**config.mk**
```make
export PLATFORM = sky130hd
export DESIGN_NAME = pal_cell
export DESIGN_NICKNAME = d
export VERILOG_FILES = /design/src/pal_pkg.sv /design/src/pal_cell.sv
export SDC_FILE = /design/constraint.sdc
export NUM_CORES = 1
export LEC_CHECK = 0
export ABC_AREA = 1
export BUFFER_PORTS_ARGS = -buffer_cell sky130_fd_sc_hd__buf_2
export CAP_MARGIN = 20
export CORE_MARGIN = 5
export CORE_UTILIZATION = 35
export DETAILED_ROUTE_END_ITERATION = 6
export HOLD_SLACK_MARGIN = 0.06
export PLACE_DENSITY = 0.77
export SKIP_LAST_GASP = 1
export SLEW_MARGIN = 20
export SYNTH_ARGS = -nofsm -noshare
export SYNTH_HDL_FRONTEND = slang
export SYNTH_SLANG_ARGS = --single-unit
```
**constraint.sdc**
```tcl
create_clock -name clk_i -period 3.2 [get_ports clk_i]
set_input_delay 0 -clock clk_i [delete_from_list [all_inputs] [get_ports clk_i]]
set_output_delay 0 -clock clk_i [all_outputs]
set_load 0.1 [all_outputs]
```
**src/pal_pkg.sv**
```systemverilog
`default_nettype none

package pal_pkg;

  // storage geometry
  localparam int unsigned DEPTH      = 64;
  localparam int unsigned VALUE_BITS = 32;
  localparam int unsigned IDX_W      = $clog2(DEPTH);

  // fixed field widths
  localparam int unsigned POS_W   = 7;
  localparam int unsigned CNT_W   = 7;
  localparam int unsigned CAP_W   = 8;
  localparam int unsigned STEP_W  = 7;
  localparam int unsigned FOUND_W = 7;
  localparam int unsigned OP_W    = 3;
  localparam int unsigned STAT_W  = 2;

  // search and read tree: groups of cells reduced in the first cycle
  localparam int unsigned GROUP   = 8;
  localparam int unsigned GIDX_W  = $clog2(GROUP);
  localparam int unsigned NGROUP  = (DEPTH + GROUP - 1) / GROUP;
  localparam int unsigned NGRP_W  = (NGROUP > 1) ? $clog2(NGROUP) : 1;

  // increment register
  localparam logic [STEP_W-1:0] STEP_RESET = STEP_W'(8);
  localparam logic [STEP_W-1:0] STEP_MIN   = STEP_W'(1);
  localparam logic [STEP_W-1:0] STEP_MAX   = STEP_W'(64);

  // result status codes
  localparam logic [STAT_W-1:0] ST_OK    = STAT_W'(0);
  localparam logic [STAT_W-1:0] ST_RANGE = STAT_W'(1);
  localparam logic [STAT_W-1:0] ST_FULL  = STAT_W'(2);

  typedef enum logic [OP_W-1:0] {
    OP_GET    = 3'd0,
    OP_SET    = 3'd1,
    OP_INSERT = 3'd2,
    OP_DELETE = 3'd3,
    OP_SEARCH = 3'd4
  } op_e;

  typedef enum logic [1:0] {
    CMD_HOLD,
    CMD_SET,
    CMD_INS,
    CMD_DEL
  } cell_cmd_e;

  // broadcast to every cell of the chain
  typedef struct packed {
    cell_cmd_e        cmd;
    logic [POS_W-1:0] pos;
    logic [CNT_W-1:0] count;
  } cell_ctrl_t;

endpackage

`default_nettype wire

```
**src/pal_cell.sv**
```systemverilog
`default_nettype none

module pal_cell (
  input  wire logic                            clk_i,
  input  wire pal_pkg::cell_ctrl_t             ctrl_i,
  input  wire logic [pal_pkg::IDX_W-1:0]       idx_i,
  input  wire logic [pal_pkg::VALUE_BITS-1:0]  operand_i,
  input  wire logic [pal_pkg::VALUE_BITS-1:0]  left_i,
  input  wire logic [pal_pkg::VALUE_BITS-1:0]  right_i,
  output logic      [pal_pkg::VALUE_BITS-1:0]  entry_o,
  output logic                                 match_o,
  output logic      [pal_pkg::VALUE_BITS-1:0]  pick_o
);

  logic [pal_pkg::VALUE_BITS-1:0] entry_q, entry_d;
  logic                           at_pos;
  logic                           above;
  logic                           live;

  // where this cell sits relative to the request position and the fill
  assign at_pos = (ctrl_i.pos == pal_pkg::POS_W'(idx_i));
  assign above  = (pal_pkg::POS_W'(idx_i) > ctrl_i.pos);
  assign live   = (pal_pkg::CNT_W'(idx_i) < ctrl_i.count);

  // next entry: write, shift up from the left, or shift down from the right
  always_comb begin
    entry_d = entry_q;
    unique case (ctrl_i.cmd)
      pal_pkg::CMD_SET: begin
        if (at_pos) entry_d = operand_i;
      end
      pal_pkg::CMD_INS: begin
        if (above) begin
          entry_d = left_i;
        end else if (at_pos) begin
          entry_d = operand_i;
        end
      end
      pal_pkg::CMD_DEL: begin
        if (above || at_pos) entry_d = right_i;
      end
      default: begin
        entry_d = entry_q;
      end
    endcase
  end

  always_ff @(posedge clk_i) begin
    entry_q <= entry_d;
  end

  // local compare and read select
  assign entry_o = entry_q;
  assign match_o = live && (entry_q == operand_i);
  assign pick_o  = at_pos ? entry_q : '0;

endmodule

`default_nettype wire

```
==> results of run 1 <==
## synthesized netlist by cell type
| library cell | number | area share |
|---|---|---|
| nand2_2 | 3 | 0.0053 |
| nor2_1 | 60 | 0.063 |
| buf_2 | 10 | 0.014 |
| o21ai_0 | 22 | 0.031 |
| o21ai_1 | 60 | 0.084 |
| a41oi_1 | 1 | 0.0025 |
| xor2_1 | 5 | 0.012 |
| nand3_1 | 68 | 0.096 |
| nand2_1 | 192 | 0.20 |
| a21oi_1 | 3 | 0.0042 |
| nor3_1 | 2 | 0.0028 |
| buf_1 | 2 | 0.0021 |
| buf_6 | 5 | 0.016 |
| clkbuf_1 | 9 | 0.0095 |
| o21bai_1 | 1 | 0.0021 |
| edfxtp_1 | 32 | 0.27 |
| buf_4 | 3 | 0.0063 |
| ha_1 | 11 | 0.039 |
| inv_1 | 126 | 0.13 |
| o21ai_2 | 2 | 0.0049 |
## worst paths after layout
check,from,to,slack (ns),cells past startpoint
setup / recovery,idx_i[4],entry_o[13],1.18,7
hold / removal,right_i[27],entry_o[27],0.09,5
setup reg to reg,entry_o[20],entry_o[20],1.96,6
hold reg to reg,entry_o[27],entry_o[27],0.85,6
## stage by stage
stage          setup WS, ns  power [mW]  instance area (um2)
4_1_cts                1.14        1.96                 4640
5_1_grt                1.03        2.08                 4640
2_1_floorplan        0.0778        1.40                 3560
3_5_place_dp          0.837        1.65                 4560
6_report               1.18        1.95                 4640
3_3_place_gp          0.865        1.64                 4560
## metal layers
metal  global-route usage  vias up  share of wire
met5                    0        -              0
met4               0.0550        0          0.014
met3               0.0409       17          0.084
met2                0.345      207           0.46
met1                0.268     1856           0.44
li1                     -     2250              -
## cell type report
type                       instances  area [um2]  area share
clock buffer                       7        76.3      0.0165
clock inverter                     1        3.75    0.000809
inverter                         126         473       0.102
multi-input combinational        430        1980       0.427
sequential                        32         961       0.207
tap                              133         166      0.0359
timing repair buffer             191         976       0.210
## report_power, final
| group | switching, mW | internal [mW] | leakage (nW) |
|---|---|---|---|
| Combinational | 0.807 | 0.247 | 2.45 |
| Sequential | 0.0452 | 0.544 | 0.325 |
| Clock | 0.154 | 0.152 | 0.0399 |
## worst reg2reg max path: stages (launching register included)
cell      delay [ns]
edfxtp_1        0.43
inv_1           0.15
nand2_1         0.07
o21ai_1         0.11
nand2_1         0.07
nand3_1         0.10
nand2_1         0.06
## logic make-up (layout without fill, tap and decap cells)
kind of cell / count (synthesis) / in the layout / share of synthesized area
flops: 32 / 32 / 0.270
simple gates: 325 / 325 / 0.369
fa+ha+maj: 11 / 11 / 0.0387
compound gates: 89 / 89 / 0.129
xor+xnor: 5 / 5 / 0.0123
buf+inv: 155 / 325 / 0.181
==> metrics.md, run 1 <==
| Metric | Value |
|---|---|
| Status | `complete, no violations` |
| 1st-iter DRT viols | `approximately 220` |
| Layout Cells excl Fill | `920` |
| Max reg flops | `32` |
| WP buf/inv | `2` |
| Hold Crit Class | `primary input to flop` |
| Final GP Congestion | `0.919` |
| Chip height | `111 um` |
| Final Setup Violations | `0` |
| CTS resizes | `0` |
| Unique masters post-synth | `20` |
| DRC Markers | `0` |
| Nets | `916` |
| Post-CTS Setup Bufs | `0` |
| Root buf cell | `clkbuf_8` |
| Minimum clock period | `roughly 2.0 ns` |
| RSZ-0062 raised after global routing | `no` |
| DRT Wirelength | `13,100 um` |
| Overflow after GRT | `0` |
| Synthesis-stage register bit count | `32` |
| Pwr dens | `420 mW/mm2` |
| Largest net degree at the start of global routing | `74` |
| DR vias/cell | `4.71` |
| Max rail drop VDD | `between 0.15 and 0.2 mV` |
| Syn_nets | `between 700 and 800` |
| Req. time, crit path | `roughly 3.2 ns` |
| Avg Cell Area, Syn | `a little under 6 um2` |
| CP Max Fanout | `28` |
| Max-slew violation count | `0` |
| Post-Syn Area | `0.00356 mm2` |
| Clock Path Buffers | `2` |
| Post-DP HPWL | `10,200 um` |
| Worst Setup Path Type | `primary input to flop` |
| CP delay by family, top | `compound AO/OA/AOI/OAI gates` |
| IO buf count | `183` |
| WL/cell | `14.2 um` |
| CP cell instances | `buf_2 > ha_1 > nand2_1 > nor2_1 > nand2_4 > a41oi_4 > buf_4` |
| Final ANT Viol Nets | `0` |
| Placed instance count | `912` |
| ANT cells | `0` |
| Detailed-route via count | `4,330` |
| Fin crit share | `0.633` |
| Fin util | `0.470` |
| Initial DRT Pass Iterations | `5` |
| Antenna violations before repair | `0` |
| TritonCTS clock tree | `yes` |
| Number of global-route vias before repair | `between 4,000 and 5,000` |
| Most common cell after layout, fill and taps aside | `nand2_1` |
| Slowest cell delay on critical path | `0.76 ns` |
| Number of CTS-inserted buffers | `5` |
| Starting density of the core | `0.361` |
| Latest clock arrival within the worst-skew pair | `0.28 ns` |
| Crit end category | `flop` |
| Slew @ Worst Pin | `roughly 0.79 ns` |
| Max cap viols | `0` |
| Die area | `roughly 0.012 mm2` |
| Setup TNS | `0 ns` |
| First-pass GRT wire length | `20,700 um` |
| Commonest non-fill, non-tap cells in the layout | `nand2_1 (192), buf_2 (183), inv_1 (126)` |
| Layout Area Growth over Synthesis | `30.3%` |
| Synth warn | `0` |
| Critical Path AT | `2.00 ns` |
| I/O pin total | `approximately 180` |
| Final hold violation count | `0` |
| Core Footprint | `between 0.009 and 0.01 mm2` |
| Seq/Total Area, Yosys | `0.270` |
| CTS Sinks | `32` |
| Synth Instances | `617` |
| Static leakage | `~2.8 nW` |
| Fmax achieved | `494 MHz` |
| Total GRT Usage | `0.205` |
| Site Rows | `36` |
| Final Hold Slack | `0.0859 ns` |
| Post-CTS Hold Buffers | `0` |
| Slowest-stage cell, CP | `a41oi_4` |
| Fillers | `1,073` |
| Layout cell share with drive strength beyond 1 | `0.258` |
| H-tree level count | `2` |
| Max_slew headroom | `0.469` |
| Die W | `111 um` |
| Worst setup SP type | `primary input` |
| Fin Clk Skew | `0 ns` |
| Clk slew on worst S/H paths | `0.07 ns` |
No activity file was read; power rests on OpenSTA's default activity.
==> run 2, diff against run 1 <==
--- a/config.mk
+++ b/config.mk
@@ -12,7 +12,7 @@
 export CORE_UTILIZATION = 35
 export DETAILED_ROUTE_END_ITERATION = 6
 export HOLD_SLACK_MARGIN = 0.06
-export PLACE_DENSITY = 0.77
+export PLACE_DENSITY = 0.74
 export SKIP_LAST_GASP = 1
 export SLEW_MARGIN = 20
 export SYNTH_ARGS = -nofsm -noshare
==> constraint.sdc (replaced) <==
create_clock -name clk_i -period 1.9 [get_ports clk_i]
set_input_delay 0 -clock clk_i [delete_from_list [all_inputs] [get_ports clk_i]]
set_output_delay 0 -clock clk_i [all_outputs]
set_load 0.1 [all_outputs]
==> metrics.md, run 2 (synthesis results as in run 1) <==
| Metric | Value |
|---|---|
| Status | `complete, no violations (unchanged)` |
| Post-DP HPWL | `10,400 um (was 10,200 um)` |
| Fmax achieved | `between 500 and 600 MHz` |
| Max cap viols | `0 (unchanged)` |
| Most used cell, CP | `nor2_1` |
| Fin Clk Skew | `0 ns (unchanged)` |
| Nets | `924 (was 916)` |
| Site Rows | `36 (unchanged)` |
| ANT cells | `0 (unchanged)` |
| Top routing layer used | `met4 (unchanged)` |
| Slowest cell delay on critical path | `0.42 ns (was 0.76 ns)` |
| I/O pin total | `184 (unchanged)` |
| Max reg flops | `32 (unchanged)` |
| DRT Wirelength | `12,800 um (was 13,100 um)` |
| Largest net degree at the start of global routing | `33 (was 74)` |
| Worst setup SP type | `flop (was primary input)` |
| CP cell instances | `inv_2 > o21ai_0 > nor2_1 > nand2_1 > nor2_1 > nand3_1 > nor2_4 > buf_12 (was buf_2 > ha_1 > nand2_1 > nor2_1 > nand2_4 > a41oi_4 > buf_4)` |
| Layout cell share with drive strength beyond 1 | `0.338 (was 0.258)` |
| DRC Markers | `0 (unchanged)` |
| Die W | `111 um (unchanged)` |
| M1 WL | `5630 um (was 5730 um)` |
| Detailed-route via count | `4,314 (was 4,330)` |
| Total GRT Usage | `0.206 (was 0.205)` |
| Clk slew on worst S/H paths | `0.07 ns (about the same)` |
| Worst Setup Path Type | `flop to primary output (was primary input to flop)` |
| RSZ-0062 raised after global routing | `no (unchanged)` |
| Final GP Congestion | `0.846 (was 0.919)` |
| Final hold violation count | `0 (unchanged)` |
| Number of global-route vias before repair | `4,276 (was 4,109)` |
| Critical Path AT | `1.74 ns (was 2.00 ns)` |
| WL met2 | `6220 um (was 6060 um)` |
| 1st-iter DRT viols | `251 (was 222)` |
| Layout Cells excl Fill | `927 (was 920)` |
| Max rail drop VDD | `0.354 mV (was 0.188 mV)` |
| Root buf cell | `clkbuf_8 (unchanged)` |
| CP Max Fanout | `4 (was 28)` |
| Overflow after GRT | `0 (unchanged)` |
| Final Hold Slack | `0.0913 ns (was 0.0859 ns)` |
| H-tree level count | `2 (unchanged)` |
| Static leakage | `2.93 nW (was 2.82 nW)` |
| DR vias/cell | `4.65 (was 4.71)` |
| Clock Path Buffers | `2 (unchanged)` |
| Reg2reg setup slack | `0.59 ns (was 1.96 ns)` |
| Initial DRT Pass Iterations | `5 (unchanged)` |
| Placed instance count | `919 (was 912)` |
| Crit end category | `primary output (was flop)` |
| CTS Sinks | `32 (unchanged)` |
| Post-DP Area | `0.00533 mm2 (was 0.00456 mm2)` |
| Minimum clock period | `1.74 ns` |
| Final Setup Violations | `0 (unchanged)` |
| IO buf count | `183 (unchanged)` |
| Die area | `0.0123 mm2 (unchanged)` |
| Pwr dens | `621 mW/mm2 (was 420 mW/mm2)` |
| WL/cell | `13.9 um (was 14.2 um)` |
| Slowest-stage cell, CP | `edfxtp_1 (was a41oi_4)` |
| Hold Crit Class | `primary input to flop (unchanged)` |
| Number of CTS-inserted buffers | `5 (unchanged)` |
| Core Footprint | `0.00986 mm2 (unchanged)` |
| Post-CTS Setup Bufs | `0 (unchanged)` |
| Fin crit share | `0.918` |
| Latest clock arrival within the worst-skew pair | `0.27 ns (was 0.28 ns)` |
| First-pass GRT wire length | `21,100 um (was 20,700 um)` |
| Setup TNS | `0 ns (unchanged)` |
| Starting density of the core | `0.361 (unchanged)` |
| Post-CTS Hold Buffers | `0 (unchanged)` |
| Most common cell after layout, fill and taps aside | `nand2_1 (unchanged)` |
| Max-slew violation count | `0 (unchanged)` |
| Max_slew headroom | `0.662 (was 0.469)` |
| CTS resizes | `0 (unchanged)` |
| Slew @ Worst Pin | `0.511 ns (was 0.793 ns)` |
| Final ANT Viol Nets | `0 (unchanged)` |
| Metal3 WL | `919 um (was 1100 um)` |
| Req. time, crit path | `1.90 ns (was 3.18 ns)` |
| Antenna violations before repair | `0 (unchanged)` |
| Finished Cell Area | `0.00541 mm2 (was 0.00464 mm2)` |
| Chip height | `111 um (unchanged)` |
| Final Power | `3.36 mW (was 1.95 mW)` |
| Layout Area Growth over Synthesis | `52.1% (was 30.3%)` |
| Commonest non-fill, non-tap cells in the layout | `nand2_1 (192), buf_2 (150), inv_1 (103) (was nand2_1 (192), buf_2 (183), inv_1 (126))` |
| TritonCTS clock tree | `yes (unchanged)` |
==> run 2: path summary, 6_finish.rpt <==
path | end | cells past startpoint | start
worst min register to register | entry_o[2] | 6 | entry_o[2]
worst max-delay path | match_o | 8 | entry_o[7]
worst max register to register | entry_o[11] | 7 | entry_o[11]
worst min-delay path | entry_o[16] | 5 | right_i[16]
==> run 2: per-stage QoR <==
step	utilization	setup WS, ns
after floorplan	-	-0.161
after global placement	0.540	0.0870
after detailed placement	0.540	0.0202
after CTS	0.548	0.151
after global routing	0.549	0.00476
final	0.549	0.155
==> run 2: power breakdown <==
| part | internal [mW] | switching (mW) |
|---|---|---|
| Combinational | 0.462 | 1.40 |
| Clock | 0.249 | 0.254 |
| Sequential | 0.916 | 0.0801 |
==> run 2: layer usage <==
metal | track usage | vias to the layer above
li1 | - | 2272
met1 | 0.267 | 1879
met2 | 0.361 | 159
met3 | 0.0415 | 4
met4 | 0.0337 | 0
met5 | 0 | -
==> run 2: area by class of cell <==
cell class	count	area, um2
Fill cell	1006	4450
Multi-Input combinational cell	430	2130
Timing Repair Buffer	199	1610
Sequential cell	32	961
Inverter	126	473
Tap cell	133	166
Clock buffer	6	72.6
Clock inverter	1	5.00
==> run 2: worst max-delay path: cells and delay by family (launching register included) <==
| kind | cells | cell delay, ns |
|---|---|---|
| AO/OA/AOI/OAI | 1 | 0.10 |
| buffers and inverters | 2 | 0.28 |
| AND/OR/NAND/NOR | 5 | 0.66 |
| flip-flops | 1 | 0.42 |
